`src/ckbs_pkg.sv`:
```
`timescale 1ns / 1ps
// ----------------------------------------------------------------------------
// ckbs_pkg: shared types and constants of the keyframe blend selector
// Beat layouts of the request and response channels, opcode names and the
// Q16 constants used by the sequencer and the divider.
// ----------------------------------------------------------------------------
package ckbs_pkg;

   // default number of keyframe slots
   localparam int MAX_KEYFRAMES_DEF = 16;

   // field widths
   localparam int CSR_W   = 5;
   localparam int TIME_W  = 16;
   localparam int BLEND_W = 17;
   localparam int ARITH_W = 18;

   // request opcodes
   localparam logic OPCODE_LOAD  = 1'b0;
   localparam logic OPCODE_QUERY = 1'b1;

   // Q16 one and one half, in the signed arithmetic width
   localparam logic signed [ARITH_W-1:0] Q_ONE  = 18'sd65536;
   localparam logic signed [ARITH_W-1:0] Q_HALF = 18'sd32768;

   // quotient bits produced by the serial divider
   localparam int DIV_STEPS = 16;

   typedef struct packed {
      logic              opcode;
      logic [3:0]        slot;
      logic [TIME_W-1:0] key_time;
      logic              crossfade;
      logic [TIME_W-1:0] day_fraction;
   } ckbs_req_type;

   typedef struct packed {
      logic [3:0]         bottom_index;
      logic [3:0]         top_index;
      logic               top_valid;
      logic [BLEND_W-1:0] blend_factor;
   } ckbs_rsp_type;

endpackage

```
`src/ckbs_div.sv`:
```
`timescale 1ns / 1ps
// ----------------------------------------------------------------------------
// ckbs_div: serial Q16 ratio unit
// Computes floor(num * 65536 / den) saturated to 65536, one quotient bit per
// cycle by restoring division. A divisor or numerator that is not positive
// gives zero.
// ----------------------------------------------------------------------------
module ckbs_div
   import ckbs_pkg::*;
(
   input  logic                      clock,
   input  logic                      reset,
   input  logic                      start,
   input  logic signed [ARITH_W-1:0] num,
   input  logic signed [ARITH_W-1:0] den,
   output logic                      done,
   output logic [BLEND_W-1:0]        quot
);

   localparam int STEP_W = $clog2(DIV_STEPS);

   typedef enum logic {
      D_IDLE,
      D_RUN
   } div_state_type;

   div_state_type          state_ff, state_in;
   logic [STEP_W-1:0]      step_ff, step_in;
   logic [BLEND_W-1:0]     rem_ff, rem_in;
   logic [BLEND_W-1:0]     den_ff, den_in;
   logic [DIV_STEPS-1:0]   quo_ff, quo_in;
   logic [BLEND_W-1:0]     quot_ff, quot_in;
   logic                   done_ff, done_in;
   logic [ARITH_W-1:0]     rem_dbl;
   logic [ARITH_W-1:0]     rem_sub;
   logic                   rem_ge;

   // one restoring step: shift the remainder, subtract the divisor if it fits
   assign rem_dbl = {rem_ff, 1'b0};
   assign rem_sub = rem_dbl - {1'b0, den_ff};
   assign rem_ge  = (rem_dbl >= {1'b0, den_ff});

   always_comb begin
      state_in = state_ff;
      step_in  = step_ff;
      rem_in   = rem_ff;
      den_in   = den_ff;
      quo_in   = quo_ff;
      quot_in  = quot_ff;
      done_in  = 1'b0;
      unique case (state_ff)
         D_IDLE: begin
            if (start) begin
               if ((den <= 0) || (num <= 0)) begin
                  quot_in = '0;
                  done_in = 1'b1;
               end else if (num >= den) begin
                  quot_in = BLEND_W'(Q_ONE);
                  done_in = 1'b1;
               end else begin
                  rem_in   = num[BLEND_W-1:0];
                  den_in   = den[BLEND_W-1:0];
                  quo_in   = '0;
                  step_in  = STEP_W'(DIV_STEPS - 1);
                  state_in = D_RUN;
               end
            end
         end
         D_RUN: begin
            rem_in = rem_ge ? rem_sub[BLEND_W-1:0] : rem_dbl[BLEND_W-1:0];
            quo_in = {quo_ff[DIV_STEPS-2:0], rem_ge};
            if (step_ff == '0) begin
               quot_in  = {1'b0, quo_ff[DIV_STEPS-2:0], rem_ge};
               done_in  = 1'b1;
               state_in = D_IDLE;
            end else begin
               step_in = step_ff - 1'b1;
            end
         end
         default: state_in = D_IDLE;
      endcase
   end

   always_ff @(posedge clock) begin
      if (reset) begin
         state_ff <= D_IDLE;
         done_ff  <= 1'b0;
      end else begin
         state_ff <= state_in;
         done_ff  <= done_in;
      end
      step_ff <= step_in;
      rem_ff  <= rem_in;
      den_ff  <= den_in;
      quo_ff  <= quo_in;
      quot_ff <= quot_in;
   end

   assign done = done_ff;
   assign quot = quot_ff;

endmodule

```
`src/circular_keyframe_blend_selector_core.sv`:
```
`timescale 1ns / 1ps
// ----------------------------------------------------------------------------
// circular_keyframe_blend_selector_core: keyframe lookup and blend factor
// Keeps a circular keyframe table and answers time-of-day queries with the
// current and next keyframe and a Q16 cross-fade weight.
// ----------------------------------------------------------------------------
// Usage:
//   req channel (valid/ready): a load beat writes one slot of the table and
//   gives no response; a query beat gives exactly one rsp beat.
//   csr_write_en/csr_write_data set the slot count; write it while idle.
//   A load is written into the table as its beat is accepted. A query
//   is answered in steps: the table is scanned one slot per cycle
//   through the single read port of the keyframe memory, the current
//   and next slot are fetched, the blend operands are formed, the serial
//   divider works out the Q16 ratio where a cross-fade needs it, and the
//   output register is loaded. req_ready is low while a query is at
//   work, so the next beat is taken once the query has finished.
//   The response sits in an output register; the next beat is accepted
//   while it waits, and a finished query holds until rsp_ready frees it.
//   Reset sets the slot count to one and empties the pipeline; the table
//   contents are undefined until loaded.
// ----------------------------------------------------------------------------
module circular_keyframe_blend_selector_core
   import ckbs_pkg::*;
#(
   parameter int MAX_KEYFRAMES = MAX_KEYFRAMES_DEF
)(
   input  logic             clock,
   input  logic             reset,
   input  logic             req_valid,
   output logic             req_ready,
   input  ckbs_req_type     req_data,
   output logic             rsp_valid,
   input  logic             rsp_ready,
   output ckbs_rsp_type     rsp_data,
   input  logic             csr_write_en,
   input  logic [CSR_W-1:0] csr_write_data
);

   localparam int IDX_W   = $clog2(MAX_KEYFRAMES);
   localparam int CNT_W   = $clog2(MAX_KEYFRAMES + 1);
   localparam int CMP_W   = (CNT_W > CSR_W) ? CNT_W : CSR_W;
   localparam int ENTRY_W = TIME_W + 1;

   typedef enum logic [3:0] {
      S_IDLE,
      S_SCAN,
      S_RD_CUR,
      S_RD_NXT,
      S_CAP,
      S_PREP,
      S_SETUP,
      S_DIV,
      S_OUT
   } state_type;

   typedef enum logic [1:0] {
      M_DIRECT,
      M_SUB_TH,
      M_UPTO_TH
   } mode_type;

   function automatic logic signed [ARITH_W-1:0] span(
      input logic signed [ARITH_W-1:0] a,
      input logic signed [ARITH_W-1:0] b
   );
      if (b < a) begin
         span = Q_ONE - a + b;
      end else begin
         span = b - a;
      end
   endfunction

   // keyframe memory: {crossfade, time}
   logic [ENTRY_W-1:0] kf_mem [MAX_KEYFRAMES];
   logic [ENTRY_W-1:0] rd_q_ff;
   logic [IDX_W-1:0]   rd_addr;
   logic               wr_en;

   state_type                 state_ff, state_in;
   mode_type                  mode_ff, mode_in;
   logic [CSR_W-1:0]          csr_count_ff, csr_count_in;
   logic [TIME_W-1:0]         now_ff, now_in;
   logic [IDX_W-1:0]          last_ff, last_in;
   logic [IDX_W-1:0]          scan_ff, scan_in;
   logic [IDX_W-1:0]          chk_idx_ff, chk_idx_in;
   logic                      chk_vld_ff, chk_vld_in;
   logic [IDX_W-1:0]          next_ff, next_in;
   logic [IDX_W-1:0]          cur_ff, cur_in;
   logic [TIME_W-1:0]         f_ff, f_in;
   logic [TIME_W-1:0]         t_ff, t_in;
   logic                      fade_ff, fade_in;
   logic signed [ARITH_W-1:0] el_ff, el_in;
   logic signed [ARITH_W-1:0] dur_ff, dur_in;
   logic signed [ARITH_W-1:0] th_ff, th_in;
   logic [BLEND_W-1:0]        blend_ff, blend_in;
   logic                      rsp_valid_ff, rsp_valid_in;
   ckbs_rsp_type              rsp_data_ff, rsp_data_in;

   logic                      req_fire;
   logic                      slot_ok;
   logic [CMP_W-1:0]          lim;
   logic                      found;
   logic [IDX_W-1:0]          hit_idx;
   logic signed [ARITH_W-1:0] f_s, t_s, n_s;
   logic signed [ARITH_W-1:0] rf_s, rt_s;
   logic                      f_hi, t_hi;
   logic [BLEND_W-1:0]        ft_sum;
   logic                      div_start;
   logic signed [ARITH_W-1:0] div_num, div_den;
   logic                      div_done;
   logic [BLEND_W-1:0]        div_quot;

   assign req_ready = (state_ff == S_IDLE);
   assign req_fire  = req_valid && req_ready;
   assign slot_ok   = (32'(req_data.slot) < MAX_KEYFRAMES);
   assign wr_en     = req_fire && (req_data.opcode == OPCODE_LOAD) && slot_ok;

   // clamp the slot count to one .. MAX_KEYFRAMES
   assign lim = (csr_count_ff == '0) ? CMP_W'(1) : CMP_W'(csr_count_ff);

   // scan compare on the slot read in the previous cycle
   assign found   = chk_vld_ff && (rd_q_ff[TIME_W-1:0] > now_ff);
   assign hit_idx = found ? chk_idx_ff : '0;

   // blend operands
   assign f_s    = ARITH_W'(f_ff);
   assign t_s    = ARITH_W'(t_ff);
   assign n_s    = ARITH_W'(now_ff);
   assign rf_s   = Q_ONE - f_s;
   assign rt_s   = Q_ONE - t_s;
   assign f_hi   = (f_s > Q_HALF);
   assign t_hi   = (t_s > Q_HALF);
   assign ft_sum = BLEND_W'(f_ff) + BLEND_W'(t_ff);

   // address the read port
   always_comb begin
      unique case (state_ff)
         S_RD_CUR: rd_addr = cur_ff;
         S_RD_NXT: rd_addr = next_ff;
         default:  rd_addr = scan_ff;
      endcase
   end

   // keyframe memory
   always_ff @(posedge clock) begin
      if (wr_en) begin
         kf_mem[IDX_W'(req_data.slot)] <= {req_data.crossfade, req_data.key_time};
      end
      rd_q_ff <= kf_mem[rd_addr];
   end

   // divider operands, chosen by the blend rule
   always_comb begin
      div_start = 1'b0;
      div_num   = el_ff;
      div_den   = dur_ff;
      if (state_ff == S_SETUP) begin
         case (mode_ff)
            M_SUB_TH: begin
               div_start = !(el_ff < th_ff);
               div_num   = el_ff - th_ff;
               div_den   = dur_ff - th_ff;
            end
            M_UPTO_TH: begin
               div_start = !(th_ff < el_ff);
               div_num   = el_ff;
               div_den   = th_ff;
            end
            default: begin
               div_start = 1'b1;
            end
         endcase
      end
   end

   ckbs_div u_div (
      .clock (clock),
      .reset (reset),
      .start (div_start),
      .num   (div_num),
      .den   (div_den),
      .done  (div_done),
      .quot  (div_quot)
   );

   // sequencer
   always_comb begin
      state_in     = state_ff;
      mode_in      = mode_ff;
      csr_count_in = csr_write_en ? csr_write_data : csr_count_ff;
      now_in       = now_ff;
      last_in      = last_ff;
      scan_in      = scan_ff;
      chk_idx_in   = chk_idx_ff;
      chk_vld_in   = chk_vld_ff;
      next_in      = next_ff;
      cur_in       = cur_ff;
      f_in         = f_ff;
      t_in         = t_ff;
      fade_in      = fade_ff;
      el_in        = el_ff;
      dur_in       = dur_ff;
      th_in        = th_ff;
      blend_in     = blend_ff;
      rsp_data_in  = rsp_data_ff;
      // drop the response once taken
      rsp_valid_in = rsp_valid_ff && !rsp_ready;

      unique case (state_ff)
         S_IDLE: begin
            if (req_fire && (req_data.opcode == OPCODE_QUERY)) begin
               now_in = req_data.day_fraction;
               if (lim > CMP_W'(MAX_KEYFRAMES)) begin
                  last_in = IDX_W'(MAX_KEYFRAMES - 1);
               end else begin
                  last_in = IDX_W'(lim - 1'b1);
               end
               scan_in    = '0;
               chk_vld_in = 1'b0;
               state_in   = S_SCAN;
            end
         end
         S_SCAN: begin
            // issue one read per cycle, hold at the last slot
            chk_idx_in = scan_ff;
            chk_vld_in = 1'b1;
            if (scan_ff != last_ff) begin
               scan_in = scan_ff + 1'b1;
            end
            if (found || (chk_vld_ff && (chk_idx_ff == last_ff))) begin
               next_in  = hit_idx;
               cur_in   = (hit_idx == '0) ? last_ff : hit_idx - 1'b1;
               state_in = S_RD_CUR;
            end
         end
         S_RD_CUR: begin
            state_in = S_RD_NXT;
         end
         S_RD_NXT: begin
            f_in     = rd_q_ff[TIME_W-1:0];
            fade_in  = rd_q_ff[TIME_W];
            state_in = S_CAP;
         end
         S_CAP: begin
            t_in = rd_q_ff[TIME_W-1:0];
            if (fade_ff) begin
               state_in = S_PREP;
            end else begin
               blend_in = '0;
               state_in = S_OUT;
            end
         end
         S_PREP: begin
            // elapsed time, duration and the reflected threshold
            el_in  = span(f_s, n_s);
            dur_in = span(f_s, t_s);
            if ((f_hi != t_hi) && (ft_sum > BLEND_W'(Q_ONE))) begin
               mode_in = M_SUB_TH;
               th_in   = span(f_s, rf_s);
            end else if ((f_hi != t_hi) && (ft_sum < BLEND_W'(Q_ONE))) begin
               mode_in = M_UPTO_TH;
               th_in   = span(f_s, rt_s);
            end else begin
               mode_in = M_DIRECT;
               th_in   = '0;
            end
            state_in = S_SETUP;
         end
         S_SETUP: begin
            if (div_start) begin
               state_in = S_DIV;
            end else begin
               // before the threshold the weight is zero, past it full
               blend_in = (mode_ff == M_UPTO_TH) ? BLEND_W'(Q_ONE) : '0;
               state_in = S_OUT;
            end
         end
         S_DIV: begin
            if (div_done) begin
               blend_in = div_quot;
               state_in = S_OUT;
            end
         end
         S_OUT: begin
            // hold until the output register is free
            if (!rsp_valid_ff || rsp_ready) begin
               rsp_data_in.bottom_index = 4'(cur_ff);
               rsp_data_in.top_index    = fade_ff ? 4'(next_ff) : 4'd0;
               rsp_data_in.top_valid    = fade_ff;
               rsp_data_in.blend_factor = blend_ff;
               rsp_valid_in             = 1'b1;
               state_in                 = S_IDLE;
            end
         end
         default: state_in = S_IDLE;
      endcase
   end

   always_ff @(posedge clock) begin
      if (reset) begin
         state_ff     <= S_IDLE;
         csr_count_ff <= CSR_W'(1);
         rsp_valid_ff <= 1'b0;
         chk_vld_ff   <= 1'b0;
      end else begin
         state_ff     <= state_in;
         csr_count_ff <= csr_count_in;
         rsp_valid_ff <= rsp_valid_in;
         chk_vld_ff   <= chk_vld_in;
      end
      mode_ff     <= mode_in;
      now_ff      <= now_in;
      last_ff     <= last_in;
      scan_ff     <= scan_in;
      chk_idx_ff  <= chk_idx_in;
      next_ff     <= next_in;
      cur_ff      <= cur_in;
      f_ff        <= f_in;
      t_ff        <= t_in;
      fade_ff     <= fade_in;
      el_ff       <= el_in;
      dur_ff      <= dur_in;
      th_ff       <= th_in;
      blend_ff    <= blend_in;
      rsp_data_ff <= rsp_data_in;
   end

   assign rsp_valid = rsp_valid_ff;
   assign rsp_data  = rsp_data_ff;

endmodule

```
`config.mk`:
```
export PLATFORM = sky130hd
export DESIGN_NAME = circular_keyframe_blend_selector_core
export DESIGN_NICKNAME = d
export VERILOG_FILES = /design/src/ckbs_pkg.sv /design/src/ckbs_div.sv /design/src/circular_keyframe_blend_selector_core.sv
export SDC_FILE = /design/constraint.sdc
export NUM_CORES = 1
export LEC_CHECK = 0
export ABC_AREA = 0
export BUFFER_PORTS_ARGS = -buffer_cell sky130_fd_sc_hd__buf_4
export CORE_UTILIZATION = 50
export DETAILED_ROUTE_END_ITERATION = 8
export GPL_TIMING_DRIVEN = 1
export PLACE_DENSITY = 0.68
export SYNTH_ARGS = -nofsm -noshare
export SYNTH_HDL_FRONTEND = slang
export SYNTH_HIERARCHICAL = 1
export SYNTH_SLANG_ARGS = --single-unit
```
`constraint.sdc`:
```
create_clock -name clock -period 5.8 [get_ports clock]
set_input_delay 0.87 -clock clock [delete_from_list [all_inputs] [get_ports clock]]
set_output_delay 0.87 -clock clock [all_outputs]
set_load 0.1 [all_outputs]
```
[After elaboration in Yosys (flattened, before gate mapping)]
Memory sizes are Yosys's and may differ from the RTL's. A register that Yosys moved wholly into a read port is not among the register bits.
Cells that the tools add are included.
Operators by class
  add/sub/neg operators: 18
  magnitude comparators: 16
  equal/unequal tests: 26
  muxes and demuxes: 67
  bitwise logic cells: 4
  reduce and logical (&&, ||, !) cells: 32
Operators with widths (count)
  $mux 17: 12
  $mux 18: 9
  $pmux 17 s2: 2
  $mux 4: 14
  $pmux 17 s3: 1
  $mux 15: 3
  $add 18x17->18: 2
  $add 18x18->18: 2
  $le 18x1->1 const B: 2
  $lt 18x17->1: 2
  $lt 18x18->1: 2
  $pmux 18 s2: 1
  $pmux 4 s9: 1
  $sub 17x16->18 const A: 2
  $sub 18x17->18: 2
  $sub 18x18->18: 2
  $sub 16x16->17: 2
  $gt 16x16->1 const B: 2
  $lt 16x16->1: 2
  $pmux 15 s2: 1
  $pmux 4 s2: 3
  $ne 2x2->1 const B: 10
  $ge 18x17->1: 1
  $ge 18x18->1: 1
  34 further kinds: 82
Word-level totals
  bits in registers: 251
  bits in writable memories: 272
  output and inout bits: 28
  word-level logic and storage cells: 193
  memories kept: 1
Memories
  kf_mem: depth 16, bits a word 17, rd ports 1, clocked after Yosys merged registers in 1, write ports 1, line circular_keyframe_blend_selector_core.sv:75  | logic [ENTRY_W-1:0] kf_mem [MAX_KEYFRAMES];

[Logic depth before layout (Yosys ltp)]
  depth after elaboration: 8
  mapped depth: 22
  mapped depth without buffers: 22

[Modules after synthesis]
Netlist, hierarchy kept.
By module, submodules not included
  circular_keyframe_blend_selector_core: instances 1, cells an instance 2274, area each 26785.7 µm², seq. area each 13773.2 µm²
  ckbs_div: instances 1, cells an instance 395, area each 4226.6 µm², seq. area each 2142.1 µm²

[Worst setup path before layout]
OpenSTA, ideal clock, no wires.
  path type: reg-to-reg
  start: register state_ff[3] (netlist name)
  end: memory kf_mem[0][0] (netlist name) (enable)
  library setup time: 413 ps
  arrival: 5576 ps
  required time: 5387 ps
  path slack: -189 ps
  cell stages (with the launch flop): 6
  path buffers: 1
  clock period less this slack: 5989 ps
  cells stage by stage: dfxtp_1 clkbuf_1 nor4_1 nand2_1 or4_1 nor3_1
RTL lines (line)
  to (decl): circular_keyframe_blend_selector_core.sv:75

[Final worst setup path]
  start: register dur_ff[0]
  end: register u_div.rem_ff[12] (enable)
Between the ends
  word-level cells in the longest chain between the ends: 7
  elaborated cells between the ends (all ways): 9
  those cells by class: 1 x add/sub; 2 x order compare; 2 x eq/ne; 2 x mux; 2 x reduce/logical
Ends and longest elaborated chain
  from (decl): line circular_keyframe_blend_selector_core.sv:94  | logic signed [ARITH_W-1:0] dur_ff, dur_in;
  from (signal assigned): line circular_keyframe_blend_selector_core.sv:323  | dur_ff <= dur_in;
  $sub 18x18->18 *: line circular_keyframe_blend_selector_core.sv:163  | div_den = dur_ff - th_ff;
  $pmux 18 s2 *: line circular_keyframe_blend_selector_core.sv:159  | case (mode_ff)
  $mux 18 *: line circular_keyframe_blend_selector_core.sv:158  | if (state_ff == S_SETUP) begin
  via div_den[16]: line circular_keyframe_blend_selector_core.sv:110  | logic signed [ARITH_W-1:0] div_num, div_den;
  $le 18x1->1: line ckbs_div.sv:54  | if ((den <= 0) || (num <= 0)) begin
  $logic_or 1x1->1: line ckbs_div.sv:54
  $ne 2x2->1 (no source line)
  $reduce_and 3->1 (no source line) *
  to (signal assigned): line ckbs_div.sv:93  | rem_ff <= rem_in;
  to (decl): line ckbs_div.sv:29  | logic [BLEND_W-1:0] rem_ff, rem_in;
The timed path passes the listed nets; every way through them passes the cells marked *.
A chain may end at the register's enable or synchronous reset.

==> metrics.md <==
| Metric | Value |
|---|---|
| Outcome | finished clean |
| Crit path DAT | 5.69 ns |
| GRT overflow | 0 |
| Flops & latches, synth | 540 |
| Filler cell count | 4960 |
| CP Max Fanout | 32 |
| Vias after detailed routing | 21743 |
| First-pass GRT wire length | 124000 um |
| Die outline width | 251 um |
| Seq/Total Area, Yosys | 51.3% |
| Max-cap check violation count | 0 |
| Synthesis Warnings | 6 |
| Max_slew headroom | 20.6% |
| Crit-path most repeated cell | inv_1 |
| Power Density | 257 nW/um^2 |
| Layout cells sized above 1 | 12.4% |
| Antenna cell count | 0 |
| Setup TNS | 0 ns |
| Clock tree sinks | 540 |
| Final #Nets | 3052 |
| Worst Hold Slack | 0.397 ns |
| Via/cell ratio | 6.03 |
| Largest net degree at the start of global routing | 69 |
| RSZ-0062 raised after global routing | no |
| Initial antenna violation count | 2 |
| CORE AREA | 60800 um^2 |
| Routability congestion estimate | 0.930 |
| Final ANT Viol Nets | 0 |
| Clock root cell | clkbuf_16 |
| Clk pin slew, worst setup/hold paths | 0.06 ns |
| Final hold violations | 0 |
| Post-synth EDFFs | 510 |
| CTS Buf Count | 57 |
| CTS H-tree lvls | 2 |
| Startpoint Class | flop |
| Iter 0 DRT Violations | 1619 |
| Synth unique cells | 92 |
| Total GRT Usage | 25.5% |
| Syn Nets | 2947 |
| Routed WL | 80200 um |
| Area Growth Syn to Fin | 11.5% |
| Synth Instances | 2669 |
| Least-Margin Pin Slew | 1.19 ns |
| Final setup vio count | 0 |
| Slowest CP cell | a2111oi_1 |
| Drt pass-1 iters | 6 |
| Starting Density | 51.0% |
| Worst-Skew Late Latency | 0.65 ns |
| CTS tree | yes |
| Die Span Y | 251 um |
| Final WS setup | 0.447 ns |
| Crit path time final | 5.35 ns |
| Leak Pwr | 0.0130 uW |
| Slew Limit Fails | 0 |
| CP Cell Sequence | inv_1 -> ha_1 -> inv_1 -> fa_1 -> a21o_1 -> a21oi_1 -> o21bai_1 -> a2111oi_1 -> buf_4 -> o41ai_1 -> a21oi_1 -> o21ai_0 -> xor2_1 -> a221oi_1 -> nor2_1 -> inv_1 -> ha_1 -> nand4_1 -> nor4_2 -> a311oi_1 -> a31oi_1 -> inv_1 -> buf_12 |
| DRC viols | 0 |
| Main flop type after synthesis | edfxtp_1 |
| Crit Path Class | reg2reg |
| Fmax | 187 MHz |
| DP HPWL | 59600 um |
| IO Pins | 76 |
| Crit-path max cell delay | 0.43 ns |
| Maximum vdd drop | 0.360 mV |
| Hold/Removal Path Class | in2reg |
| Die ar. | 63000 um^2 |
| Avg Cell Area, Syn | 11.6 um^2 |
| WL per Instance | 22.3 um |
| Clock skew | 0.0754 ns |
| Max clock buf depth | 3 |
| I/O Buffers | 75 |
| Vias in the first global route | 22053 |
| Worst slack, placed | 0.419 ns |
| Period utilization | 92.3% |
| Site Rows | 90 |
| Post-synth ARST share | 0% |
| CP endpoint kind | flop |
| Worst path required time | 6.14 ns |
| Cell Area, Synth | 31000 um^2 |
| Setup Buffers After CTS | 0 |
[through the flow]
step / std cells / power [uW] / cell area, um^2 / util, %
global placement: 3497 / 5460 / 32800 / 53.9
floorplan: 2669 / 5170 / 31000 / -
finish: 3603 / 8900 / 34600 / 56.9
detailed placement: 3497 / 5490 / 32800 / 53.9
global route: 3603 / 9200 / 34600 / 56.9
CTS: 3603 / 8970 / 34600 / 56.9
[flip-flops by register name, indices dropped and copies added (netlist names), 2 cells and up]
register	cells
th_ff	18
u_div/quo_ff	15
rd_q_ff	17
cur_ff	4
f_ff	16
last_ff	4
state_ff	4
csr_count_ff	5
mode_ff	2
kf_mem	272
u_div/den_ff	17
u_div/step_ff	4
next_ff	4
u_div/quot	17
el_ff	18
chk_idx_ff	4
scan_ff	4
now_ff	16
blend_ff	17
t_ff	16
u_div/rem_ff	17
rsp_data	26
dur_ff	18
[cell usage in the layout, fill, tap and decap left out, types with 26 or more instances in the layout]
cell,count
a211oi_1,30
a21o_1,42
a21oi_1,159
a31oi_1,28
and2_1,54
buf_4,122
clkbuf_16,57
dfxtp_1,30
edfxtp_1,510
ha_1,220
inv_1,183
mux2i_1,40
mux4_2,68
nand2_1,164
nand2b_1,37
nand3_1,37
nor2_1,222
nor2b_1,45
nor3_1,50
o211ai_1,26
o21ai_0,119
xnor2_1,99
xor2_1,66
[cells by family (layout without fill, tap and decap cells)]
logic type                 Yosys count  count (layout)  synth area share [%]
AOI/OAI and AO/OA                  602             602                  12.7
and+or+nand+nor                    747             747                  11.8
adders and majority gates          230             230                  9.52
DFF                                540             540                  51.3
muxes                              121             121                  6.70
xor gates and xnor gates           165             165                  4.66
buffers and inverters              264             416                  3.32
[synth_stat cells, drive strengths merged (25+ instances only)]
| library cell | number | area [um^2] |
|---|---|---|
| a31oi | 29 | 196 |
| nor4 | 25 | 169 |
| xnor2 | 99 | 867 |
| mux4 | 68 | 1530 |
| nand2 | 164 | 616 |
| nor2b | 46 | 288 |
| nand3 | 37 | 185 |
| a21o | 42 | 315 |
| edfxtp | 510 | 15300 |
| inv | 185 | 694 |
| a211oi | 31 | 238 |
| o21ai | 138 | 691 |
| nand2b | 37 | 231 |
| clkbuf | 58 | 218 |
| nor3 | 58 | 300 |
| mux2i | 40 | 400 |
| xor2 | 66 | 578 |
| dfxtp | 30 | 601 |
| ha | 220 | 2750 |
| and2 | 54 | 338 |
| nor2 | 236 | 888 |
| nand4 | 25 | 171 |
| o211ai | 27 | 216 |
| a21oi | 162 | 818 |
[power by group]
group / internal, uW / switching, uW
Sequential: 4370 / 88.8
Clock: 1960 / 1540
Combinational: 413 / 533
[routing by layer]
metal,GRT usage (%),wire length (um),part of all wire (%)
met1,31.7,32800,41
met2,45.4,40400,50
met3,2.80,3770,4.7
met4,10.2,3180,4.0
met5,0,0,0
[worst paths after layout]
check / startpoint / slack (ns) / endpoint / depth (start not counted)
max: dur_ff[0] / 0.45 / u_div/rem_ff[12] / 23
min: req_data[3] / 0.40 / now_ff[3] / 1
max reg2reg: dur_ff[0] / 0.45 / u_div/rem_ff[12] / 23
min reg2reg: blend_ff[0] / 0.42 / rsp_data[0] / 0
[worst max-delay path: cells and delay by family (launching register included)]
family / cells / cell delay [ns]
flip-flops: 1 / 0.36
adder cells (fa/ha/maj): 3 / 0.87
AO/OA/AOI/OAI: 10 / 2.04
buffers and inverters: 6 / 0.73
XOR/XNOR: 1 / 0.14
AND/OR/NAND/NOR: 3 / 0.92
[area by class of cell]
type                    count  area, um^2  share of cell area (%)
clock buffers              79        1570                    4.54
clock inverters            27         256                   0.742
inverters                 185         694                    2.01
multi-input cells        1865       14200                    41.0
flip-flops and latches    540       15900                    46.0
well taps                 782         978                    2.83
repair buffers            125         976                    2.82
[what timing repair did]
action | 4_1_cts | 5_1_grt
resized for setup | 0 | 2
hold buffers | 0 | 0
endpoints found under the setup margin | 0 | 49
(Power assumes the default switching activity.)
